==> config.mk <==
export PLATFORM = sky130hd
export DESIGN_NAME = multi_slot_dram_read_streamer_core
export DESIGN_NICKNAME = d
export VERILOG_FILES = /design/src/hdl/msdrs_pkg.sv /design/src/hdl/msdrs_ctrl.sv /design/src/hdl/msdrs_datapath.sv /design/src/hdl/multi_slot_dram_read_streamer_core.sv
export SDC_FILE = /design/constraint.sdc
export NUM_CORES = 1
export LEC_CHECK = 0
export BUFFER_PORTS_ARGS = -buffer_cell sky130_fd_sc_hd__buf_2
export CAP_MARGIN = 20
export CORE_ASPECT_RATIO = 0.75
export CORE_UTILIZATION = 50
export CTS_BUF_LIST = sky130_fd_sc_hd__clkbuf_4
export CTS_CLUSTER_DIAMETER = 100
export CTS_CLUSTER_SIZE = 25
export DETAILED_ROUTE_END_ITERATION = 12
export PLACE_DENSITY = 0.77
export SLEW_MARGIN = 25
export SYNTH_ARGS = -nofsm -noshare
export SYNTH_HDL_FRONTEND = slang
export SYNTH_SLANG_ARGS = --single-unit
==> constraint.sdc <==
create_clock -name clk -period 49.7 [get_ports clk]
set_clock_uncertainty 0.15 [all_clocks]
set_input_delay 0 -clock clk [delete_from_list [all_inputs] [get_ports clk]]
set_output_delay 0 -clock clk [all_outputs]
set_load 0.01 [all_outputs]
==> src/hdl/msdrs_pkg.sv <==
// Package for the multi-slot DRAM read streamer.
// Holds sizes, payload structs and the controller command struct; no dependencies.
package msdrs_pkg;

	localparam int SLOTS     = 4;
	localparam int ADDR_BITS = 32;
	localparam int LEN_BITS  = 16;
	localparam int TAG_W     = 8;
	localparam int STEP_W    = 8;

	localparam int SLOT_W = (SLOTS > 1) ? $clog2(SLOTS) : 1;
	localparam int CNT_W  = $clog2(SLOTS + 2);
	localparam int WIDE_W = ADDR_BITS + 1;

	localparam logic [STEP_W-1:0] STEP_RESET = STEP_W'(64);

	typedef struct packed {
		logic                 new_valid;
		logic [ADDR_BITS-1:0] new_base;
		logic [LEN_BITS-1:0]  new_length;
		logic                 new_inhibitory;
		logic                 new_has_target;
	} in_item_t;

	typedef struct packed {
		logic                 accepted;
		logic                 req_valid;
		logic [ADDR_BITS-1:0] req_address;
		logic [TAG_W-1:0]     req_tag;
		logic [LEN_BITS-1:0]  req_length;
		logic                 req_inhibitory;
		logic                 req_offset_flag;
		logic                 idle_valid;
		logic                 idle_value;
		logic                 length_error;
	} result_t;

	typedef struct packed {
		logic latch;
		logic admit;
		logic pick;
		logic serve;
	} ctrl_cmd_t;

endpackage

==> src/hdl/msdrs_ctrl.sv <==
// Controller of the read streamer: sequences latch, admission, job pick and service.
// Depends on msdrs_pkg for the command struct.
module msdrs_ctrl (
	input  logic                  clk,
	input  logic                  arst_n,
	input  logic                  start,
	output logic                  busy,
	output msdrs_pkg::ctrl_cmd_t  cmd
);
	import msdrs_pkg::*;

	typedef enum logic [3:0] {
		S_IDLE  = 4'b0001,
		S_ADMIT = 4'b0010,
		S_PICK  = 4'b0100,
		S_SERVE = 4'b1000
	} state_t;

	state_t state_q, state_d;

	always_comb begin
		state_d = state_q;
		case (state_q)
			S_IDLE:  if (start) state_d = S_ADMIT;
			S_ADMIT: state_d = S_PICK;
			S_PICK:  state_d = S_SERVE;
			S_SERVE: state_d = S_IDLE;
			default: state_d = S_IDLE;
		endcase
	end

	always_ff @(posedge clk or negedge arst_n) begin
		if (!arst_n) begin
			state_q <= S_IDLE;
		end else begin
			state_q <= state_d;
		end
	end

	assign busy      = (state_q != S_IDLE);
	assign cmd.latch = (state_q == S_IDLE) && start;
	assign cmd.admit = (state_q == S_ADMIT);
	assign cmd.pick  = (state_q == S_PICK);
	assign cmd.serve = (state_q == S_SERVE);

endmodule

==> src/hdl/msdrs_datapath.sv <==
// Datapath of the read streamer: slot registers, free FIFO, work list, round-robin
// pointer, step register and the result register. Depends on msdrs_pkg.
module msdrs_datapath (
	input  logic                          clk,
	input  logic                          arst_n,
	input  msdrs_pkg::ctrl_cmd_t          cmd,
	input  msdrs_pkg::in_item_t           item,
	input  logic                          cfg_we,
	input  logic [msdrs_pkg::STEP_W-1:0]  cfg_data,
	output logic                          result_valid,
	output msdrs_pkg::result_t            result
);
	import msdrs_pkg::*;

	// Per-slot job registers.
	logic [ADDR_BITS-1:0] slot_base_q   [SLOTS];
	logic [LEN_BITS-1:0]  slot_len_q    [SLOTS];
	logic [WIDE_W-1:0]    slot_ra_q     [SLOTS];
	logic [TAG_W-1:0]     slot_tag_q    [SLOTS];
	logic [1:0]           slot_flags_q  [SLOTS];
	logic [TAG_W-1:0]     next_tag_q    [SLOTS];

	logic [SLOT_W-1:0]    free_fifo_q   [SLOTS];
	logic [SLOT_W-1:0]    work_q        [SLOTS];
	logic [CNT_W-1:0]     free_cnt_q;
	logic [CNT_W-1:0]     work_cnt_q;
	logic [CNT_W-1:0]     rr_q;
	logic [CNT_W-1:0]     ongoing_q;
	logic [STEP_W-1:0]    step_q;

	in_item_t             item_q;
	logic                 acc_q;
	logic                 err_q;
	logic                 idle_v_q;
	logic                 idle_val_q;

	logic                 pick_empty_q;
	logic [SLOT_W-1:0]    pick_m_q;
	logic [SLOT_W-1:0]    pick_s_q;
	logic [ADDR_BITS-1:0] pick_base_q;
	logic [LEN_BITS-1:0]  pick_len_q;
	logic [WIDE_W-1:0]    pick_ra_q;
	logic [WIDE_W-1:0]    pick_end_q;
	logic [TAG_W-1:0]     pick_tag_q;
	logic [1:0]           pick_flags_q;

	result_t              result_q;
	logic                 result_valid_q;
	result_t              res_d;

	logic                 take;
	logic [SLOT_W-1:0]    new_slot;
	logic [CNT_W-1:0]     rr_r1;
	logic [CNT_W-1:0]     rr_red;
	logic [SLOT_W-1:0]    sel_m;
	logic [SLOT_W-1:0]    sel_s;
	logic                 in_range;
	logic                 first_read;
	logic                 retire;

	assign take     = item_q.new_valid && (free_cnt_q != '0);
	assign new_slot = free_fifo_q[0];

	// The pointer never runs more than one past the list length, so two
	// conditional subtractions finish the reduction.
	always_comb begin
		rr_r1  = (rr_q >= work_cnt_q) ? (rr_q - work_cnt_q) : rr_q;
		rr_red = (rr_r1 >= work_cnt_q) ? (rr_r1 - work_cnt_q) : rr_r1;
		sel_m  = rr_red[SLOT_W-1:0];
		sel_s  = work_q[sel_m];
	end

	assign in_range   = !pick_empty_q && (pick_ra_q < pick_end_q) &&
	                    (pick_ra_q >= {1'b0, pick_base_q});
	assign first_read = (pick_ra_q == {1'b0, pick_base_q});
	assign retire     = cmd.serve && !pick_empty_q && !in_range;

	always_comb begin
		res_d              = '0;
		res_d.accepted     = acc_q;
		res_d.length_error = err_q;
		res_d.idle_valid   = idle_v_q;
		res_d.idle_value   = idle_val_q;
		if (pick_empty_q) begin
			res_d.idle_valid = 1'b1;
			res_d.idle_value = 1'b1;
		end else if (in_range) begin
			res_d.req_valid      = 1'b1;
			res_d.req_address    = pick_ra_q[ADDR_BITS-1:0];
			res_d.req_tag        = pick_tag_q;
			res_d.req_inhibitory = pick_flags_q[0];
			if (first_read) begin
				res_d.req_length      = pick_len_q;
				res_d.req_offset_flag = pick_flags_q[1];
			end
		end else if (ongoing_q == '0) begin
			res_d.idle_valid = 1'b1;
			res_d.idle_value = 1'b1;
		end
	end

	// Input latch, pick registers and slot payloads carry no reset.
	always_ff @(posedge clk) begin
		if (cmd.latch) begin
			item_q <= item;
		end
		if (cmd.admit && take) begin
			slot_base_q[new_slot]  <= item_q.new_base;
			slot_len_q[new_slot]   <= item_q.new_length;
			slot_ra_q[new_slot]    <= {1'b0, item_q.new_base};
			slot_tag_q[new_slot]   <= next_tag_q[new_slot];
			slot_flags_q[new_slot] <= {item_q.new_has_target, item_q.new_inhibitory};
		end
		if (cmd.serve && in_range) begin
			slot_ra_q[pick_s_q] <= pick_ra_q + {{(WIDE_W-STEP_W){1'b0}}, step_q};
		end
		if (cmd.pick) begin
			pick_m_q     <= sel_m;
			pick_s_q     <= sel_s;
			pick_base_q  <= slot_base_q[sel_s];
			pick_len_q   <= slot_len_q[sel_s];
			pick_ra_q    <= slot_ra_q[sel_s];
			pick_end_q   <= {1'b0, slot_base_q[sel_s]} +
			                {{(WIDE_W-LEN_BITS){1'b0}}, slot_len_q[sel_s]};
			pick_tag_q   <= slot_tag_q[sel_s];
			pick_flags_q <= slot_flags_q[sel_s];
		end
		if (cmd.serve) begin
			result_q <= res_d;
		end
	end

	always_ff @(posedge clk or negedge arst_n) begin
		if (!arst_n) begin
			for (int i = 0; i < SLOTS; i++) begin
				next_tag_q[i]  <= TAG_W'(i);
				free_fifo_q[i] <= SLOT_W'(i);
				work_q[i]      <= '0;
			end
			free_cnt_q     <= CNT_W'(SLOTS);
			work_cnt_q     <= '0;
			rr_q           <= '0;
			ongoing_q      <= '0;
			step_q         <= STEP_RESET;
			acc_q          <= 1'b0;
			err_q          <= 1'b0;
			idle_v_q       <= 1'b0;
			idle_val_q     <= 1'b0;
			pick_empty_q   <= 1'b1;
			result_valid_q <= 1'b0;
		end else begin
			result_valid_q <= cmd.serve;
			if (cfg_we) begin
				step_q <= cfg_data;
			end
			if (cmd.admit) begin
				acc_q      <= take;
				err_q      <= take && (item_q.new_length == '0);
				idle_v_q   <= take && (ongoing_q == '0);
				idle_val_q <= 1'b0;
				if (take) begin
					for (int i = 0; i < SLOTS - 1; i++) begin
						free_fifo_q[i] <= free_fifo_q[i+1];
					end
					free_cnt_q                         <= free_cnt_q - CNT_W'(1);
					work_q[work_cnt_q[SLOT_W-1:0]]     <= new_slot;
					work_cnt_q                         <= work_cnt_q + CNT_W'(1);
					ongoing_q                          <= ongoing_q + CNT_W'(1);
					next_tag_q[new_slot]               <= next_tag_q[new_slot] + TAG_W'(SLOTS);
				end
			end
			if (cmd.pick) begin
				pick_empty_q <= (work_cnt_q == '0);
			end
			if (cmd.serve && !pick_empty_q) begin
				rr_q <= {{(CNT_W-SLOT_W){1'b0}}, pick_m_q} + CNT_W'(1);
			end
			if (retire) begin
				if (ongoing_q != '0) begin
					ongoing_q <= ongoing_q - CNT_W'(1);
				end
				free_fifo_q[free_cnt_q[SLOT_W-1:0]] <= pick_s_q;
				free_cnt_q                          <= free_cnt_q + CNT_W'(1);
				for (int i = 0; i < SLOTS - 1; i++) begin
					if (i >= int'(pick_m_q)) begin
						work_q[i] <= work_q[i+1];
					end
				end
				work_cnt_q <= work_cnt_q - CNT_W'(1);
			end
		end
	end

	assign result       = result_q;
	assign result_valid = result_valid_q;

endmodule

==> src/hdl/multi_slot_dram_read_streamer_core.sv <==
// Top level of the multi-slot DRAM read streamer.
// Joins msdrs_ctrl and msdrs_datapath; depends on msdrs_pkg.
//
// Each tick is one transaction on start/busy: start is latched in the idle state,
// then the controller steps through admission, job pick and service, busy being
// high from admission through service. The tick's result is loaded into an output
// register and shown for exactly one cycle with result_valid high, registered from
// the serve state; the receiver cannot stall it, so it must take every result in
// that cycle. The step register is written through cfg_valid/cfg_data, always ready;
// the user must write it only while the block is idle; the block does not enforce it.
module multi_slot_dram_read_streamer_core (
	input  logic                          clk,
	input  logic                          arst_n,
	input  logic                          start,
	output logic                          busy,
	input  msdrs_pkg::in_item_t           item,
	output logic                          result_valid,
	output msdrs_pkg::result_t            result,
	input  logic                          cfg_valid,
	output logic                          cfg_ready,
	input  logic [msdrs_pkg::STEP_W-1:0]  cfg_data
);
	import msdrs_pkg::*;

	ctrl_cmd_t cmd;

	assign cfg_ready = 1'b1;

	msdrs_ctrl u_ctrl (
		.clk    (clk),
		.arst_n (arst_n),
		.start  (start),
		.busy   (busy),
		.cmd    (cmd)
	);

	msdrs_datapath u_datapath (
		.clk          (clk),
		.arst_n       (arst_n),
		.cmd          (cmd),
		.item         (item),
		.cfg_we       (cfg_valid && cfg_ready),
		.cfg_data     (cfg_data),
		.result_valid (result_valid),
		.result       (result)
	);

endmodule

==> results.json <==
{
  "wire_per_inst_um": 21.33,
  "synth-compound-area-share": 0.08444,
  "synth_cell_types": 83,
  "rsz0062_at_grt": "no",
  "synth_top_family_by_area": "simple AND/OR/NAND/NOR gates",
  "vias_per_cell": 5.774,
  "cts_tree": "built",
  "status": "finished, final reports clean",
  "layoutNonFillerInstCount": 3143,
  "clock_latency_ns": 0.92,
  "synth_edf_count": 606,
  "nets": 2507,
  "synthAdderAreaFrac": 0.04654,
  "antenna_found_initial": 2,
  "hold_viol_final": 0,
  "cts_buffers": 31,
  "synthSimpleGateAreaFrac": 0.09870,
  "ios": 129,
  "cts.sinks": 683,
  "cts_root_buf": "clkbuf_4",
  "yosysWarningCount": 0,
  "grt_pass1_wl_um": 103000,
  "io_buffers": 127,
  "dr.first_iter.drc_count": 1965,
  "synthMuxAreaShare": 0.04163,
  "required_ns": 50.23,
  "post-synth-top-area-fraction": 0.6153,
  "synth_largest_area_cell": "edfxtp_1",
  "min_period_ns": 9.331,
  "drc": 0,
  "async_flop_share": 0.1127,
  "worstSetupPathType": "register to register",
  "floorplan.rows": 76,
  "drv_slew": 0,
  "grt_use_total": 0.2260,
  "dpl.hpwl_um": 42730,
  "antenna_left": 0,
  "hp-class": "input pin to register",
  "drive_gt1_frac": 0.1414,
  "clock_path_buffers": 3,
  "cp_num_buf_inv": 6,
  "drt_wl_total_um": 67040,
  "first_global_vias": 17917,
  "synthCells": 2111,
  "crit_arrival_ns": 9.87,
  "globalplace.congestion": 0.8939,
  "htreeDepth": 1,
  "fin_crit_sh": 0.1877,
  "syn_nets": 2281,
  "synth_xor_area_frac": 0.02009,
  "first_pass_iters": 6,
  "cp_max_fo": 88,
  "grt-ovfl-total": 0,
  "max-slew-margin-rel": 0.3314,
  "maxCapViolCount": 0,
  "vias": 18147,
  "seq_area_frac_synth": 0.6809,
  "max_freq_mhz": 107.2,
  "ys.flop_type": "edfxtp_1",
  "initial_utilization": 0.5107,
  "critPathTopFamily": "compound AO/OA/AOI/OAI gates",
  "syn_avg_cell_area_um2": 14.01,
  "place_inst": 2951,
  "netlist_area_um2": 29580,
  "dieArea_um2": 60140,
  "setup_violations": 0,
  "clk_pin_slew_worst_paths_ns": 0.27,
  "areaGrowthSynthToFinish_pct": 11.30,
  "dieHeight_um": 212.6,
  "yosys_register_bits": 683,
  "worst_pin_slew_ns": 1.003,
  "die_x_um": 282.8,
  "crit_path_top_delay_cell": "buf_4",
  "fin_setup_tns_ns": 0,
  "critPathLaunchType": "register",
  "grt_max_degree": 131,
  "core_area_um2": 57910,
  "synthTopCellsByArea": "edfxtp_1 (62%), dfrtp_1 (5.5%), ha_1 (4.3%)",
  "end_kind": "register",
  "slowest_delay_ns": 0.80
}
==> stage by stage <==
stage / hold slack [ns] / worst slack [ns] / area [um^2] / util
final: 0.1498 / 40.37 / 32920 / 0.5684
after global routing: 0.09988 / 39.53 / 32920 / 0.5684
after detailed placement: -0.2901 / 40.48 / 31130 / 0.5375
after CTS: 0.06741 / 40.34 / 32900 / 0.5682
after global placement: -0.2925 / 40.78 / 31100 / 0.5371
after floorplan: -0.4456 / 34.01 / 29580 / -
==> flip-flops by register name (all words and copies together), names as in the netlist, 16 cells and up <==
signal                  count
u_datapath.slot_ra_q      132
u_datapath.slot_base_q    128
u_datapath.slot_len_q      64
u_datapath.result          63
u_datapath.item_q          51
u_datapath.pick_end_q      33
u_datapath.pick_ra_q       33
u_datapath.next_tag_q      32
u_datapath.pick_base_q     32
u_datapath.slot_tag_q      32
u_datapath.pick_len_q      16
==> cells in the final DEF (no fill, tap or decap), drive strengths merged, types with 5 or more instances in the layout <==
cell and count:
edfxtp 606, mux4 8, nor2 64, o21a 12
nand2 246, and2 137, nand3 32, o31ai 7
fa 5, nor3 14, o211ai 5, a21o 27
xnor2 48, clkbuf 55, buf 150, mux2 69
o2111ai 6, and4 5, a31oi 76, xor2 19
o21ai 55, ha 102, a21oi 49, a221o 8
nand4 16, nand2b 11, dfrtp 65, a21boi 7
mux2i 27, a211oi 75, dfstp 12, inv 116
nor2b 17, nor4 11, dlygate4sd3 133, and3 18
==> final timing paths <==
path                                                         to  cells after the start                                  from  slack (ns)
setup / recovery            u_datapath.pick_end_q[22]$_DFFE_PP_                     31  u_datapath.work_cnt_q[0]$_DFFE_PN0P_       40.37
min in group asynchronous      u_datapath.step_q[0]$_DFFE_PN0P_                      4                                arst_n        0.57
hold / removal                  u_datapath.item_q[43]$_DFFE_PP_                      3                              item[43]        0.15
setup reg to reg            u_datapath.pick_end_q[22]$_DFFE_PP_                     31  u_datapath.work_cnt_q[0]$_DFFE_PN0P_       40.37
max in group asynchronous         u_ctrl.state_q[2]$_DFFE_PN0P_                      5                                arst_n       47.40
hold reg to reg            u_datapath.next_tag_q[9]$_DFFE_PN1P_                      0  u_datapath.next_tag_q[9]$_DFFE_PN1P_        0.23
==> metal layers <==
layer / routed length (um) / global-route usage
met5: 0 / 0
met4: 1430 / 0.04939
met3: 5628 / 0.02945
met2: 31140 / 0.3600
met1: 28840 / 0.3329
==> Yosys cell counts, types with 4 or more instances <==
cell type and n:
mux2_2 61, o21ai_1 4, and4_1 4, a41oi_1 4, a221o_2 4, o21ai_0 51, nor2_1 64, nor4_1 11
a211oi_1 74, a21o_1 27, o211ai_1 4, nand2b_1 11, mux2_1 8, xor2_1 19, nor2b_1 17, fa_1 5
edfxtp_1 606, xnor2_1 47, and2_1 136, buf_4 4, nand3_1 32, dfrtp_1 65, inv_1 112, buf_2 4
mux2i_1 26, mux4_2 8, o21a_1 12, o31ai_1 6, nor3_1 13, a21boi_0 7, and3_1 18, dfstp_2 12
o2111ai_1 4, a31oi_1 74, nand2_1 246, nand4_1 15, ha_1 102, a21oi_1 49, clkbuf_1 72, buf_1 7
a221o_1 4
==> what timing repair did <==
action                    in CTS  in global routing
hold endpoints to repair     189                  0
resized for setup              0                  0
setup buffers                  0                  0
hold buffers                 133                  0
==> worst reg2reg max path: cells and delay by family, from the launching register on <==
family,cells,cell delay [ns]
AOI/OAI and AO/OA,11,3.18
buffers and inverters,6,2.34
and+or+nand+nor,9,1.36
adders and majority gates,4,1.30
DFF,1,0.62
xor gates and xnor gates,1,0.15
==> kinds of logic after synthesis <==
kind of cell               after synthesis
muxes                                  104
AOI/OAI and AO/OA                      356
xor gates and xnor gates                67
DFF                                    683
adders and majority gates              107
other                                    1
buffers and inverters                  205
and+or+nand+nor                        588
==> area by class of cell <==
| class | instances | area [um^2] |
|---|---|---|
| antenna | 1 | 2.502 |
| clock buffer | 55 | 412.9 |
| clock inverter | 3 | 30.03 |
| fill | 4475 | 24990 |
| inverter | 115 | 436.7 |
| multi-input combinational | 1223 | 8740 |
| sequential | 683 | 20140 |
| tap | 780 | 975.9 |
| timing repair buffer | 283 | 2182 |
Power is not shown: default switching activity piles up to over one toggle a cycle in this logic, so the estimate is an artifact.
